[config.mk]
export PLATFORM = sky130hd
export DESIGN_NAME = scs_kernel
export DESIGN_NICKNAME = d
export VERILOG_FILES = /design/src/scs_pkg.sv /design/src/scs_kernel.sv
export SDC_FILE = /design/constraint.sdc
export NUM_CORES = 1
export LEC_CHECK = 0
export BUFFER_PORTS_ARGS = -buffer_cell sky130_fd_sc_hd__buf_2
export CAP_MARGIN = 20
export CORE_MARGIN = 1.5
export CORE_UTILIZATION = 45
export DETAILED_ROUTE_END_ITERATION = 7
export PLACE_DENSITY = 0.72
export SLEW_MARGIN = 0
export SYNTH_ARGS = -nofsm -noshare
export SYNTH_HDL_FRONTEND = slang
export SYNTH_SLANG_ARGS = --single-unit
[constraint.sdc]
create_clock -name vclk -period 8.6
set_input_delay 1.72 -clock vclk [all_inputs]
set_output_delay 1.72 -clock vclk [all_outputs]
set_load 0.03 [all_outputs]
[src/scs_pkg.sv]
// Shared types and constants for the 3x3 cross sharpening stream.
package scs_pkg;

    localparam int LINE_DEPTH = 8192;
    localparam int ADDR_W     = $clog2(LINE_DEPTH);
    localparam int MAX_ROWS   = 4096;
    localparam int COL_W      = ADDR_W;
    localparam int ROW_W      = $clog2(MAX_ROWS);

    localparam int CH_W       = 3;
    localparam int RB_W       = 14;
    localparam int RC_W       = 13;
    localparam int CFG_DATA_W = 14;
    localparam int CFG_IDX_W  = 2;

    localparam logic [CH_W-1:0] CH_MIN   = 3'd1;
    localparam logic [CH_W-1:0] CH_MAX   = 3'd4;
    localparam logic [CH_W-1:0] CH_RESET = 3'd3;
    localparam logic [RB_W-1:0] RB_MIN   = 14'd3;
    localparam logic [RB_W-1:0] RB_MAX   = RB_W'(LINE_DEPTH);
    localparam logic [RB_W-1:0] RB_RESET = 14'd5760;
    localparam logic [RC_W-1:0] RC_MIN   = 13'd3;
    localparam logic [RC_W-1:0] RC_MAX   = RC_W'(MAX_ROWS);
    localparam logic [RC_W-1:0] RC_RESET = 13'd1080;

    typedef enum logic [CFG_IDX_W-1:0] {
        CFG_CHANNEL_COUNT = 2'd0,
        CFG_ROW_BYTES     = 2'd1,
        CFG_ROW_COUNT     = 2'd2
    } t_cfg_idx;

    typedef struct packed {
        logic [7:0] sample;
        logic       frame_start;
    } t_in_item;

    typedef struct packed {
        logic [7:0] pixel_out;
        logic       frame_end;
    } t_out_item;

    // Position of the item being accepted and what it produces.
    typedef struct packed {
        logic [COL_W-1:0]  col;
        logic [ADDR_W-1:0] addr_right;
        logic [ADDR_W-1:0] addr_left;
        logic              emit;
        logic              inner;
        logic              fend;
    } t_pos_info;

endpackage

[src/scs_kernel.sv]
// Cross kernel: 5x center minus four neighbors, saturated to a byte; 0 off inner.
module scs_kernel
    import scs_pkg::*;
(
    input  logic       i_inner,
    input  logic [7:0] i_centre,
    input  logic [7:0] i_left,
    input  logic [7:0] i_right,
    input  logic [7:0] i_up,
    input  logic [7:0] i_down,
    output logic [7:0] o_pixel
);

    logic [10:0]       five_c;
    logic [9:0]        neigh;
    logic signed [11:0] diff;

    always_comb begin
        five_c = {1'b0, i_centre, 2'b00} + {3'b000, i_centre};
        neigh  = {2'b00, i_left} + {2'b00, i_right} + {2'b00, i_up} + {2'b00, i_down};
        diff   = $signed({1'b0, five_c}) - $signed({2'b00, neigh});
        if (!i_inner || diff < 0) begin
            o_pixel = '0;
        end else if (diff > 12'sd255) begin
            o_pixel = 8'hFF;
        end else begin
            o_pixel = diff[7:0];
        end
    end

endmodule

==> Flow_metrics.wiki <==
{| class="wikitable"
! Metric !! Value
|-
| PortBufs || 49
|-
| Sequential standard cell area || 0 um2
|-
| Setup Slack @ Placement || 1280 ps
|-
| Post-synthesis instance area || 1500 um2
|-
| # resized after CTS || 0
|-
| Via count of the first global-routing pass || 1163
|-
| Share of the yosys chip area belonging to registers || 0%
|-
| Routed length per instance || 9.11 um
|-
| Count of clock-net buffers in the final layout || 0
|-
| Initial cell density of the core || 48.2%
|-
| Worst EP arrival || 5610 ps
|-
| Part of the total power dissipated in sequential elements || 0%
|-
| Switching part of the total power || 58.8%
|-
| Buffering stage count on the worst path with inverters included || 5
|-
| Hold Worst Slack || 4070 ps
|-
| Number of vias per cell || 4.60
|-
| Category of the worst setup path capture point || output port
|-
| Biggest area contributors in the synthesized netlist || sky130_fd_sc_hd__fa_1 40%, sky130_fd_sc_hd__inv_1 19%, sky130_fd_sc_hd__ha_1 13%
|-
| Cell family with the largest share of critical-path delay || adder cells
|-
| Detailed Routing Iterations Pass 1 || 4
|-
| Number of antenna violations at the first check in global routing || 0
|-
| Post-route DRC || 0
|-
| Minimum setup slack in the final design || 1270 ps
|-
| Vertical die dimension || 60.6 um
|-
| Worst ir drop on vdd || 0.126 mV
|-
| Post-CTS repair timing setup buffer count || 0
|-
| Net Count, Synth || 263
|-
| Crit path time final || 7330 ps
|-
| Simple-gate portion of the synthesized area || 4.52%
|-
| Number of endpoints failing setup at the final stage || 0
|-
| Largest family of logic cells by synthesized area || adder cells
|-
| Total core area || 3100 um2
|-
| CP max-delay cell || sky130_fd_sc_hd__fa_1
|-
| Startpoint-to-endpoint class of the critical path || primary input to output port
|-
| Cell with the most instances after synthesis || sky130_fd_sc_hd__inv_1
|-
| Residual overflow from global routing || 0
|-
| Slew at the pin with the worst max-slew slack || 525 ps
|-
| Placement row count || 20
|-
| Leakage power total || 1.09 nW
|-
| Share of post-route cells with drive strength above 1 || 24.3%
|-
| Number of buffers inserted for hold repair after clock tree synthesis || 0
|-
| Layout overhead on the synthesized area || 20.1%
|-
| Vias after detailed routing || 1242
|-
| Largest net degree at the start of global routing || 9
|-
| Post-route setup TNS || 0 ps
|-
| Top post-synthesis cells by count || 75 x sky130_fd_sc_hd__inv_1, 30 x sky130_fd_sc_hd__fa_1, 15 x sky130_fd_sc_hd__ha_1, 8 x sky130_fd_sc_hd__a31oi_1, 6 x sky130_fd_sc_hd__a21oi_1
|-
| Routed WL || 2460 um
|-
| Part of the power in the clock network || 0%
|-
| Final-stage net count || 314
|-
| Count of pins over their slew limit || 0
|-
| Number of max-cap violations || 0
|-
| Ports || 49
|-
| Synth warn || 0
|-
| Critical Path RT || 6880 ps
|-
| Synthesized-area fraction occupied by xor and xnor cells || 4.69%
|-
| Status || finished clean
|-
| Gpl congestion || 0.823
|-
| Mapped Cells || 177
|-
| Most used cell along the critical path || sky130_fd_sc_hd__fa_1
|-
| Die W || 60.6 um
|-
| Overall Global Routing Usage || 15.7%
|-
| First-pass GRT wire length || 4570 um
|-
| Cell accounting for the most synthesized area || sky130_fd_sc_hd__fa_1
|-
| Number of sequential storage elements || 0
|-
| Final antenna diode count || 0
|-
| Count of distinct cell types in the synthesized netlist || 27
|-
| Post-route clock period utilization || 85.2%
|-
| Count of antenna-violating nets left after detailed routing || 0
|-
| Mapped Avg Cell Area || 8.45 um2
|-
| Filler instances || 308
|-
| Combinational share of power || 100.0%
|-
| Delay of the slowest cell on the worst path || 550 ps
|-
| Post-detail-place hpwl || 2320 um
|-
| Remaining max-slew budget at the tightest pin || 64.9%
|-
| Unrepaired setup endpoints after global routing || false
|-
| Floorplan die area || 3680 um2
|-
| Critical path launch point type || primary input
|-
| Iteration-0 DRC Markers || 17
|-
| Max Fanout on Critical Path || 8
|-
| Number of hold violations in the final report || 0
|-
| Timing-limited maximum frequency || 136 MHz
|-
| Power Density || 247 nW/um2
|-
| Design internal power || 0.000183 W
|-
| Complex-gate fraction of the synthesized area || 17.2%
|-
| Switching power total || 0.000261 W
|-
| Fraction of synthesized area in multiplexers || 2.01%
|-
| Hold crit path type || primary input to output port
|-
| Crit-path cells || buf_2, inv_1, fa_1, fa_1, inv_1, fa_1, inv_1, fa_1, a21o_1, a221o_2, mux2i_1, a211oi_2, a31oi_1, buf_2
|-
| Synth top area share || 40.2%
|-
| Adder and majority gate portion of the synthesized area || 52.7%
|}
[path summary, 6_finish.rpt]
check / to / start / cells after the start
max: o_pixel[5] / i_right[1] / 14
min: o_pixel[7] / i_inner / 5
[power groups by stage]
stage                     clock (W)  combinational, W  sequential (W)
after floorplan                   0          0.000360               0
after global placement            0          0.000441               0
after detailed placement          0          0.000445               0
after CTS                         0          0.000447               0
after global routing              0          0.000506               0
final                             0          0.000444               0
[metal layers]
| metal | global-route usage (%) | wire length, um |
|---|---|---|
| met1 | 20.1 | 1100 |
| met2 | 30.9 | 1240 |
| met3 | 0.640 | 123 |
| met4 | 0.311 | 0 |
| met5 | 0 | 0 |
[cells in the final DEF, fill, tap and decap left out, types with 2 or more instances in the layout]
| cell type | count |
|---|---|
| sky130_fd_sc_hd__xnor2_1 | 5 |
| sky130_fd_sc_hd__buf_2 | 49 |
| sky130_fd_sc_hd__fa_1 | 30 |
| sky130_fd_sc_hd__and3_1 | 3 |
| sky130_fd_sc_hd__ha_1 | 15 |
| sky130_fd_sc_hd__xor2_1 | 3 |
| sky130_fd_sc_hd__mux2i_1 | 3 |
| sky130_fd_sc_hd__a21oi_1 | 6 |
| sky130_fd_sc_hd__a21o_1 | 4 |
| sky130_fd_sc_hd__inv_1 | 75 |
| sky130_fd_sc_hd__o21ai_0 | 2 |
| sky130_fd_sc_hd__nor2_1 | 5 |
| sky130_fd_sc_hd__a31oi_1 | 8 |
| sky130_fd_sc_hd__a211oi_2 | 3 |
| sky130_fd_sc_hd__nand2_1 | 2 |
[metrics by stage]
step | instances | power (W) | utilization (%) | instance area [um2]
floorplan | 177 | 0.000360 | - | 1500
global placement | 270 | 0.000441 | 57.9 | 1800
detailed placement | 270 | 0.000445 | 57.9 | 1800
CTS | 270 | 0.000447 | 57.9 | 1800
global route | 270 | 0.000506 | 57.9 | 1800
finish | 270 | 0.000444 | 57.9 | 1800
[cell type report]
type	instances	area [um2]	area share [%]
repair buffers	49	245	13.7
multi-input cells	102	1210	67.6
well taps	44	55.1	3.07
inverters	75	282	15.7
[cells by family (layout without fill, tap and decap cells)]
| family | Yosys count | count (layout) |
|---|---|---|
| AOI/OAI and AO/OA | 32 | 32 |
| xor gates and xnor gates | 8 | 8 |
| adders and majority gates | 45 | 45 |
| buffers and inverters | 75 | 124 |
| muxes | 3 | 3 |
| and+or+nand+nor | 14 | 14 |
Power figures use the tool's default switching activity.
