## src/scs_pkg.sv

```systemverilog
// Shared types and constants for the 3x3 cross sharpening stream.
package scs_pkg;

    localparam int LINE_DEPTH = 8192;
    localparam int ADDR_W     = $clog2(LINE_DEPTH);
    localparam int MAX_ROWS   = 4096;
    localparam int COL_W      = ADDR_W;
    localparam int ROW_W      = $clog2(MAX_ROWS);

    localparam int CH_W       = 3;
    localparam int RB_W       = 14;
    localparam int RC_W       = 13;
    localparam int CFG_DATA_W = 14;
    localparam int CFG_IDX_W  = 2;

    localparam logic [CH_W-1:0] CH_MIN   = 3'd1;
    localparam logic [CH_W-1:0] CH_MAX   = 3'd4;
    localparam logic [CH_W-1:0] CH_RESET = 3'd3;
    localparam logic [RB_W-1:0] RB_MIN   = 14'd3;
    localparam logic [RB_W-1:0] RB_MAX   = RB_W'(LINE_DEPTH);
    localparam logic [RB_W-1:0] RB_RESET = 14'd5760;
    localparam logic [RC_W-1:0] RC_MIN   = 13'd3;
    localparam logic [RC_W-1:0] RC_MAX   = RC_W'(MAX_ROWS);
    localparam logic [RC_W-1:0] RC_RESET = 13'd1080;

    typedef enum logic [CFG_IDX_W-1:0] {
        CFG_CHANNEL_COUNT = 2'd0,
        CFG_ROW_BYTES     = 2'd1,
        CFG_ROW_COUNT     = 2'd2
    } t_cfg_idx;

    typedef struct packed {
        logic [7:0] sample;
        logic       frame_start;
    } t_in_item;

    typedef struct packed {
        logic [7:0] pixel_out;
        logic       frame_end;
    } t_out_item;

    // Position of the item being accepted and what it produces.
    typedef struct packed {
        logic [COL_W-1:0]  col;
        logic [ADDR_W-1:0] addr_right;
        logic [ADDR_W-1:0] addr_left;
        logic              emit;
        logic              inner;
        logic              fend;
    } t_pos_info;

endpackage

```

## src/scs_pos_ctrl.sv

```systemverilog
// Configuration registers, raster position counters and neighbor addresses.
module scs_pos_ctrl
    import scs_pkg::*;
(
    input  logic                  i_clk,
    input  logic                  i_rst_n,
    input  logic                  i_cfg_we,
    input  logic [CFG_IDX_W-1:0]  i_cfg_index,
    input  logic [CFG_DATA_W-1:0] i_cfg_data,
    input  logic                  i_accept,
    input  logic                  i_frame_start,
    output t_pos_info             o_pos
);

    logic [CH_W-1:0]  r_ch, n_ch;
    logic [RB_W-1:0]  r_rb, n_rb;
    logic [RC_W-1:0]  r_rc, n_rc;
    logic [COL_W-1:0] r_col, n_col;
    logic [ROW_W-1:0] r_row, n_row;

    logic [COL_W-1:0] cur_col;
    logic [ROW_W-1:0] cur_row;
    logic [RB_W-1:0]  col_ext, col_inc, col_plus_ch;
    logic [RC_W-1:0]  row_inc;
    logic [CH_W-1:0]  wr_ch;
    logic [RB_W-1:0]  wr_rb;
    logic [RC_W-1:0]  wr_rc;

    // Saturate written values into the supported ranges.
    always_comb begin
        wr_ch = i_cfg_data[CH_W-1:0];
        if (wr_ch < CH_MIN) begin
            wr_ch = CH_MIN;
        end else if (wr_ch > CH_MAX) begin
            wr_ch = CH_MAX;
        end
        wr_rb = i_cfg_data[RB_W-1:0];
        if (wr_rb < RB_MIN) begin
            wr_rb = RB_MIN;
        end else if (wr_rb > RB_MAX) begin
            wr_rb = RB_MAX;
        end
        wr_rc = i_cfg_data[RC_W-1:0];
        if (wr_rc < RC_MIN) begin
            wr_rc = RC_MIN;
        end else if (wr_rc > RC_MAX) begin
            wr_rc = RC_MAX;
        end
    end

    always_comb begin
        n_ch = r_ch;
        n_rb = r_rb;
        n_rc = r_rc;
        if (i_cfg_we) begin
            case (i_cfg_index)
                CFG_CHANNEL_COUNT: n_ch = wr_ch;
                CFG_ROW_BYTES:     n_rb = wr_rb;
                CFG_ROW_COUNT:     n_rc = wr_rc;
                default:           ;
            endcase
        end
    end

    always_comb begin
        cur_col     = i_frame_start ? '0 : r_col;
        cur_row     = i_frame_start ? '0 : r_row;
        col_ext     = {1'b0, cur_col};
        col_inc     = col_ext + 1'b1;
        col_plus_ch = col_ext + {{(RB_W-CH_W){1'b0}}, r_ch};
        row_inc     = {1'b0, cur_row} + 1'b1;

        n_col = r_col;
        n_row = r_row;
        if (i_accept) begin
            if (col_inc >= r_rb) begin
                n_col = '0;
                n_row = (row_inc >= r_rc) ? '0 : row_inc[ROW_W-1:0];
            end else begin
                n_col = col_inc[COL_W-1:0];
                n_row = cur_row;
            end
        end

        o_pos.col        = cur_col;
        o_pos.addr_right = col_plus_ch[ADDR_W-1:0];
        o_pos.addr_left  = cur_col - {{(ADDR_W-CH_W){1'b0}}, r_ch};
        o_pos.emit       = (cur_row != '0);
        o_pos.inner      = (cur_row >= ROW_W'(2)) && (row_inc <= r_rc)
                         && (col_ext >= {{(RB_W-CH_W){1'b0}}, r_ch})
                         && (col_plus_ch < r_rb);
        o_pos.fend       = (row_inc == r_rc) && (col_inc == r_rb);
    end

    always_ff @(posedge i_clk) begin
        if (!i_rst_n) begin
            r_ch  <= CH_RESET;
            r_rb  <= RB_RESET;
            r_rc  <= RC_RESET;
            r_col <= '0;
            r_row <= '0;
        end else begin
            r_ch  <= n_ch;
            r_rb  <= n_rb;
            r_rc  <= n_rc;
            r_col <= n_col;
            r_row <= n_row;
        end
    end

endmodule

```

## config.mk

```make
export PLATFORM = sky130hd
export DESIGN_NAME = scs_pos_ctrl
export DESIGN_NICKNAME = d
export VERILOG_FILES = /design/src/scs_pkg.sv /design/src/scs_pos_ctrl.sv
export SDC_FILE = /design/constraint.sdc
export NUM_CORES = 1
export LEC_CHECK = 0
export CORE_ASPECT_RATIO = 1.25
export CORE_MARGIN = 2
export CORE_UTILIZATION = 58
export DETAILED_ROUTE_END_ITERATION = 12
export DONT_BUFFER_PORTS = 1
export PLACE_DENSITY = 0.75
export SKIP_LAST_GASP = 1
export SLEW_MARGIN = 20
export SYNTH_ARGS = -nofsm -noshare
export SYNTH_HDL_FRONTEND = slang
export SYNTH_SLANG_ARGS = --single-unit
```

## constraint.sdc

```tcl
create_clock -name i_clk -period 3.65 [get_ports i_clk]
set_input_delay 0.1825 -clock i_clk [delete_from_list [all_inputs] [get_ports i_clk]]
set_output_delay 0.1825 -clock i_clk [all_outputs]
set_load 0.02 [all_outputs]
```

==> results.yml <==
outcome:
  status: "finished with violations"
  violations: "negative setup slack"
clocking:
  htreeDepth: 2
  clk_pin_slew_ns: 0.10
  cts_tree: "done"
  cts_buffers: 5
  root_buffer: "clkbuf_8"
  cts_sinks: 55
  clk_latency_ns: 0.31
  clock_path_buffers: 2
global_routing:
  grt_pass1_wl_um: 18680
  grt_overflow_total: 0
  grt_usage: 0.2952
  grt_pass1_vias: 3792
  grt_start_max_net_pins: 42
  antenna_found_initial: 0
synth:
  synth-warning-count: 0
  synthArstFlopShare: 0
  syn_area_mm2: 0.004285
  post-synth-top-area-cell: "dfxtp_1"
  synth_cell_type_count: 55
  syn_inst: 540
  ys_seq_area_frac: 0.2569
  synthTopCellsByArea: "dfxtp_1, ha_1, a22o_1"
  netlist.area_leader.share: 0.2569
  synth_edf_count: 0
  ys_ff_latch: 55
  syn_avg_cell_area_um2: 7.936
  syn_nets: 613
  synth_flop_cell: "dfxtp_1"
drt:
  route.detailed.drc: 0
  post_drt_via_cell_ratio: 6.054
  firstDrtPassIters: 5
  dr_wl_met2_um: 6327
  vias: 4068
  highest_layer: "met4"
  wl_um: 12280
  drtAntennaViolNets: 0
  drtIter0Drc: 237
  met1Wirelength_um: 5076
  routed-wl-met3_um: 561
  drt-wirelength-per-cell_um: 18.28
placement:
  port_buffers: 0
  dp.cells: 640
  hpwl_um: 8882
  dpl_cell_area_mm2: 0.004626
  gp_congestion: 0.9453
  pre_cts_ws_ns: 0.1136
setup_path:
  crit_family: "simple AND/OR/NAND/NOR gates"
  crit_path_start_kind: "register"
  cp_num_buf_inv: 2
  crit_top_cell: "ha_4"
  crit_chain: "nor2b_4 > ha_4 > inv_1 > fa_2 > nor2_1 > o21a_1 > nand3_2 > or3_4 > a21oi_4 > ha_4 > nor2b_1 > o21ai_1 > nand2b_1 > a21oi_2 > o22ai_1 > nor3_2 > buf_4"
  reg2reg_depth: 17
  path_class: "register to primary output"
  critPathMaxFanout: 3
  slowest_delay_ns: 0.36
  worst_path_max_delay_cell: "or3_4"
  crit_cells: 17
  reg2reg_to: "r_row[10]"
  cp.required_ns: 3.47
  worstPathArrival_ns: 3.56
  crit_path_start: "r_col[0]"
  endpoint_kind: "primary output"
  r2r-start: "r_col[0]"
  endpoint: "o_pos[1]"
  ff2ff_setup_slack_ns: 0.10
flow_run:
  max_cap_viol_count: 0
power_and_ir_drop:
  power.total_mw: 1.121
  worst_ir_drop_vdd_mv: 0.2011
  power_density_mw_per_mm2: 223.2
  power.leakage_nw: 2.176
layout:
  mostFrequentLayoutCells: "dfxtp_1, ha_1, buf_4"
  fin_area_mm2: 0.005021
  area_delta_synth_final_pct: 17.17
  drive_gt1_frac: 0.1603
  stdcell_count: 672
  diodes: 0
  nNetsFinal: 652
  layout_commonest_cell: "dfxtp_1"
sta:
  finClkSkew_ns: 0.008031
  worst_pin_slew_ns: 0.6595
  relSlewSlack: 0.5594
  whs_ns: 0.004338
  maxSlewViolCount: 0
  min_period_ns: 3.738
  grt_setup_unrepaired: "yes"
  finalWorstSetupSlack_ns: -0.08841
  fin_crit_sh: 1.024
  setup_viol: 1
  max_freq_ghz: 0.2675
  finalHoldViolations: 0
floorplan:
  initial_core_util: 0.5895
  boundaryPins: 63
  die_y_um: 100.1
  rows: 35
  dieArea_mm2: 0.008096
  core_area_mm2: 0.007269
  die_x_um: 80.88
min_path:
  hold_class: "primary input to register"
==> flip-flops by register name, summed over array words and instances, names as in the netlist <==
register / count
r_ch: 3
r_col: 13
r_rb: 14
r_rc: 13
r_row: 12
==> cells in the mapped netlist (2+ instances only) <==
library cell,instances
a21o_1,7
fa_1,2
nor2b_1,27
a21boi_0,11
a22o_1,23
nor3b_1,5
nand4_1,11
buf_2,2
xnor2_1,20
nand3_1,40
o22ai_1,2
clkbuf_1,21
dfxtp_1,55
and2_4,2
buf_1,2
nand2b_1,22
buf_6,2
xor2_1,16
nand2_1,30
a21oi_1,25
nor2_1,43
o31ai_1,3
or3_1,4
and3_1,5
nor4_1,4
nand3b_1,5
a31oi_1,3
and2_1,4
ha_1,50
nor3_1,14
inv_1,41
o21ai_0,14
o211ai_1,3
==> worst register-to-register path: stages (launching register included) <==
cell and delay (ns):
dfxtp_2 0.35, nor2b_4 0.17, buf_4 0.14, ha_4 0.14, nand4_1 0.12, nor3b_2 0.24
and3_4 0.22, and3_1 0.17, xnor2_1 0.08, ha_1 0.29, nand4_1 0.16, or3_1 0.45
a21oi_2 0.21, nor3_4 0.07, buf_4 0.16, a21oi_1 0.12, o21ai_0 0.09, a32o_1 0.26
==> final cells by class <==
| type | instances | area, um^2 |
|---|---|---|
| timing repair buffer | 60 | 480.5 |
| inverter | 41 | 153.9 |
| multi-input combinational | 416 | 3079 |
| fill | 618 | 2248 |
| clock buffer | 6 | 72.57 |
| tap | 92 | 115.1 |
| sequential | 55 | 1104 |
| clock inverter | 2 | 16.27 |
==> kinds of logic after synthesis <==
logic type	Yosys count	synth area share
AND/OR/NAND/NOR	221	0.2747
AO/OA/AOI/OAI	104	0.1679
buffers and inverters	70	0.06657
flip-flops	55	0.2569
adder cells (fa/ha/maj)	52	0.1553
XOR/XNOR	36	0.07358
multiplexers	2	0.004963
==> metal layers <==
layer,vias to the layer above,GRT usage
met2,145,0.5207
met3,25,0.04766
met5,-,0
li1,1958,-
met1,1940,0.3515
met4,0,0.1186
==> power breakdown <==
part           leakage (nW)  internal (mW)  switching [mW]  total, mW
Sequential            0.447          0.613         0.00757      0.620
Clock                0.0418          0.139           0.207      0.346
Combinational          1.69         0.0688          0.0862      0.155
Total                  2.18          0.820           0.301       1.12
==> worst min-delay path by stage <==
stage	start	slack [ns]	depth (start not counted)	end
global route	i_cfg_data[9]	0.005	1	r_rc[9]
floorplan	i_cfg_data[10]	0.31	2	r_rb[10]
CTS	i_cfg_data[3]	0.0006	2	r_rc[3]
detailed placement	i_rst_n	0.25	1	r_ch[0]
finish	i_cfg_data[4]	0.004	2	r_rc[4]
global placement	i_rst_n	0.25	1	r_ch[0]
==> through the flow <==
| stage | setup TNS (ns) | utilization |
|---|---|---|
| floorplan | 0 | - |
| CTS | 0 | 0.6690 |
| finish | -0.08841 | 0.6907 |
| global route | -0.3854 | 0.6907 |
| detailed placement | 0 | 0.6363 |
| global placement | 0 | 0.6363 |
==> what timing repair did <==
| item | in CTS | in global routing |
|---|---|---|
| hold buffers | 9 | 1 |
| hold endpoints to repair | 20 | 1 |
| setup endpoints to repair | 1 | 26 |
| gates cloned | 0 | 2 |
| resized for setup | 9 | 14 |
| buffers inserted | 4 | 8 |
| pin swaps | 5 | 12 |
Power figures use the tool's default switching activity.
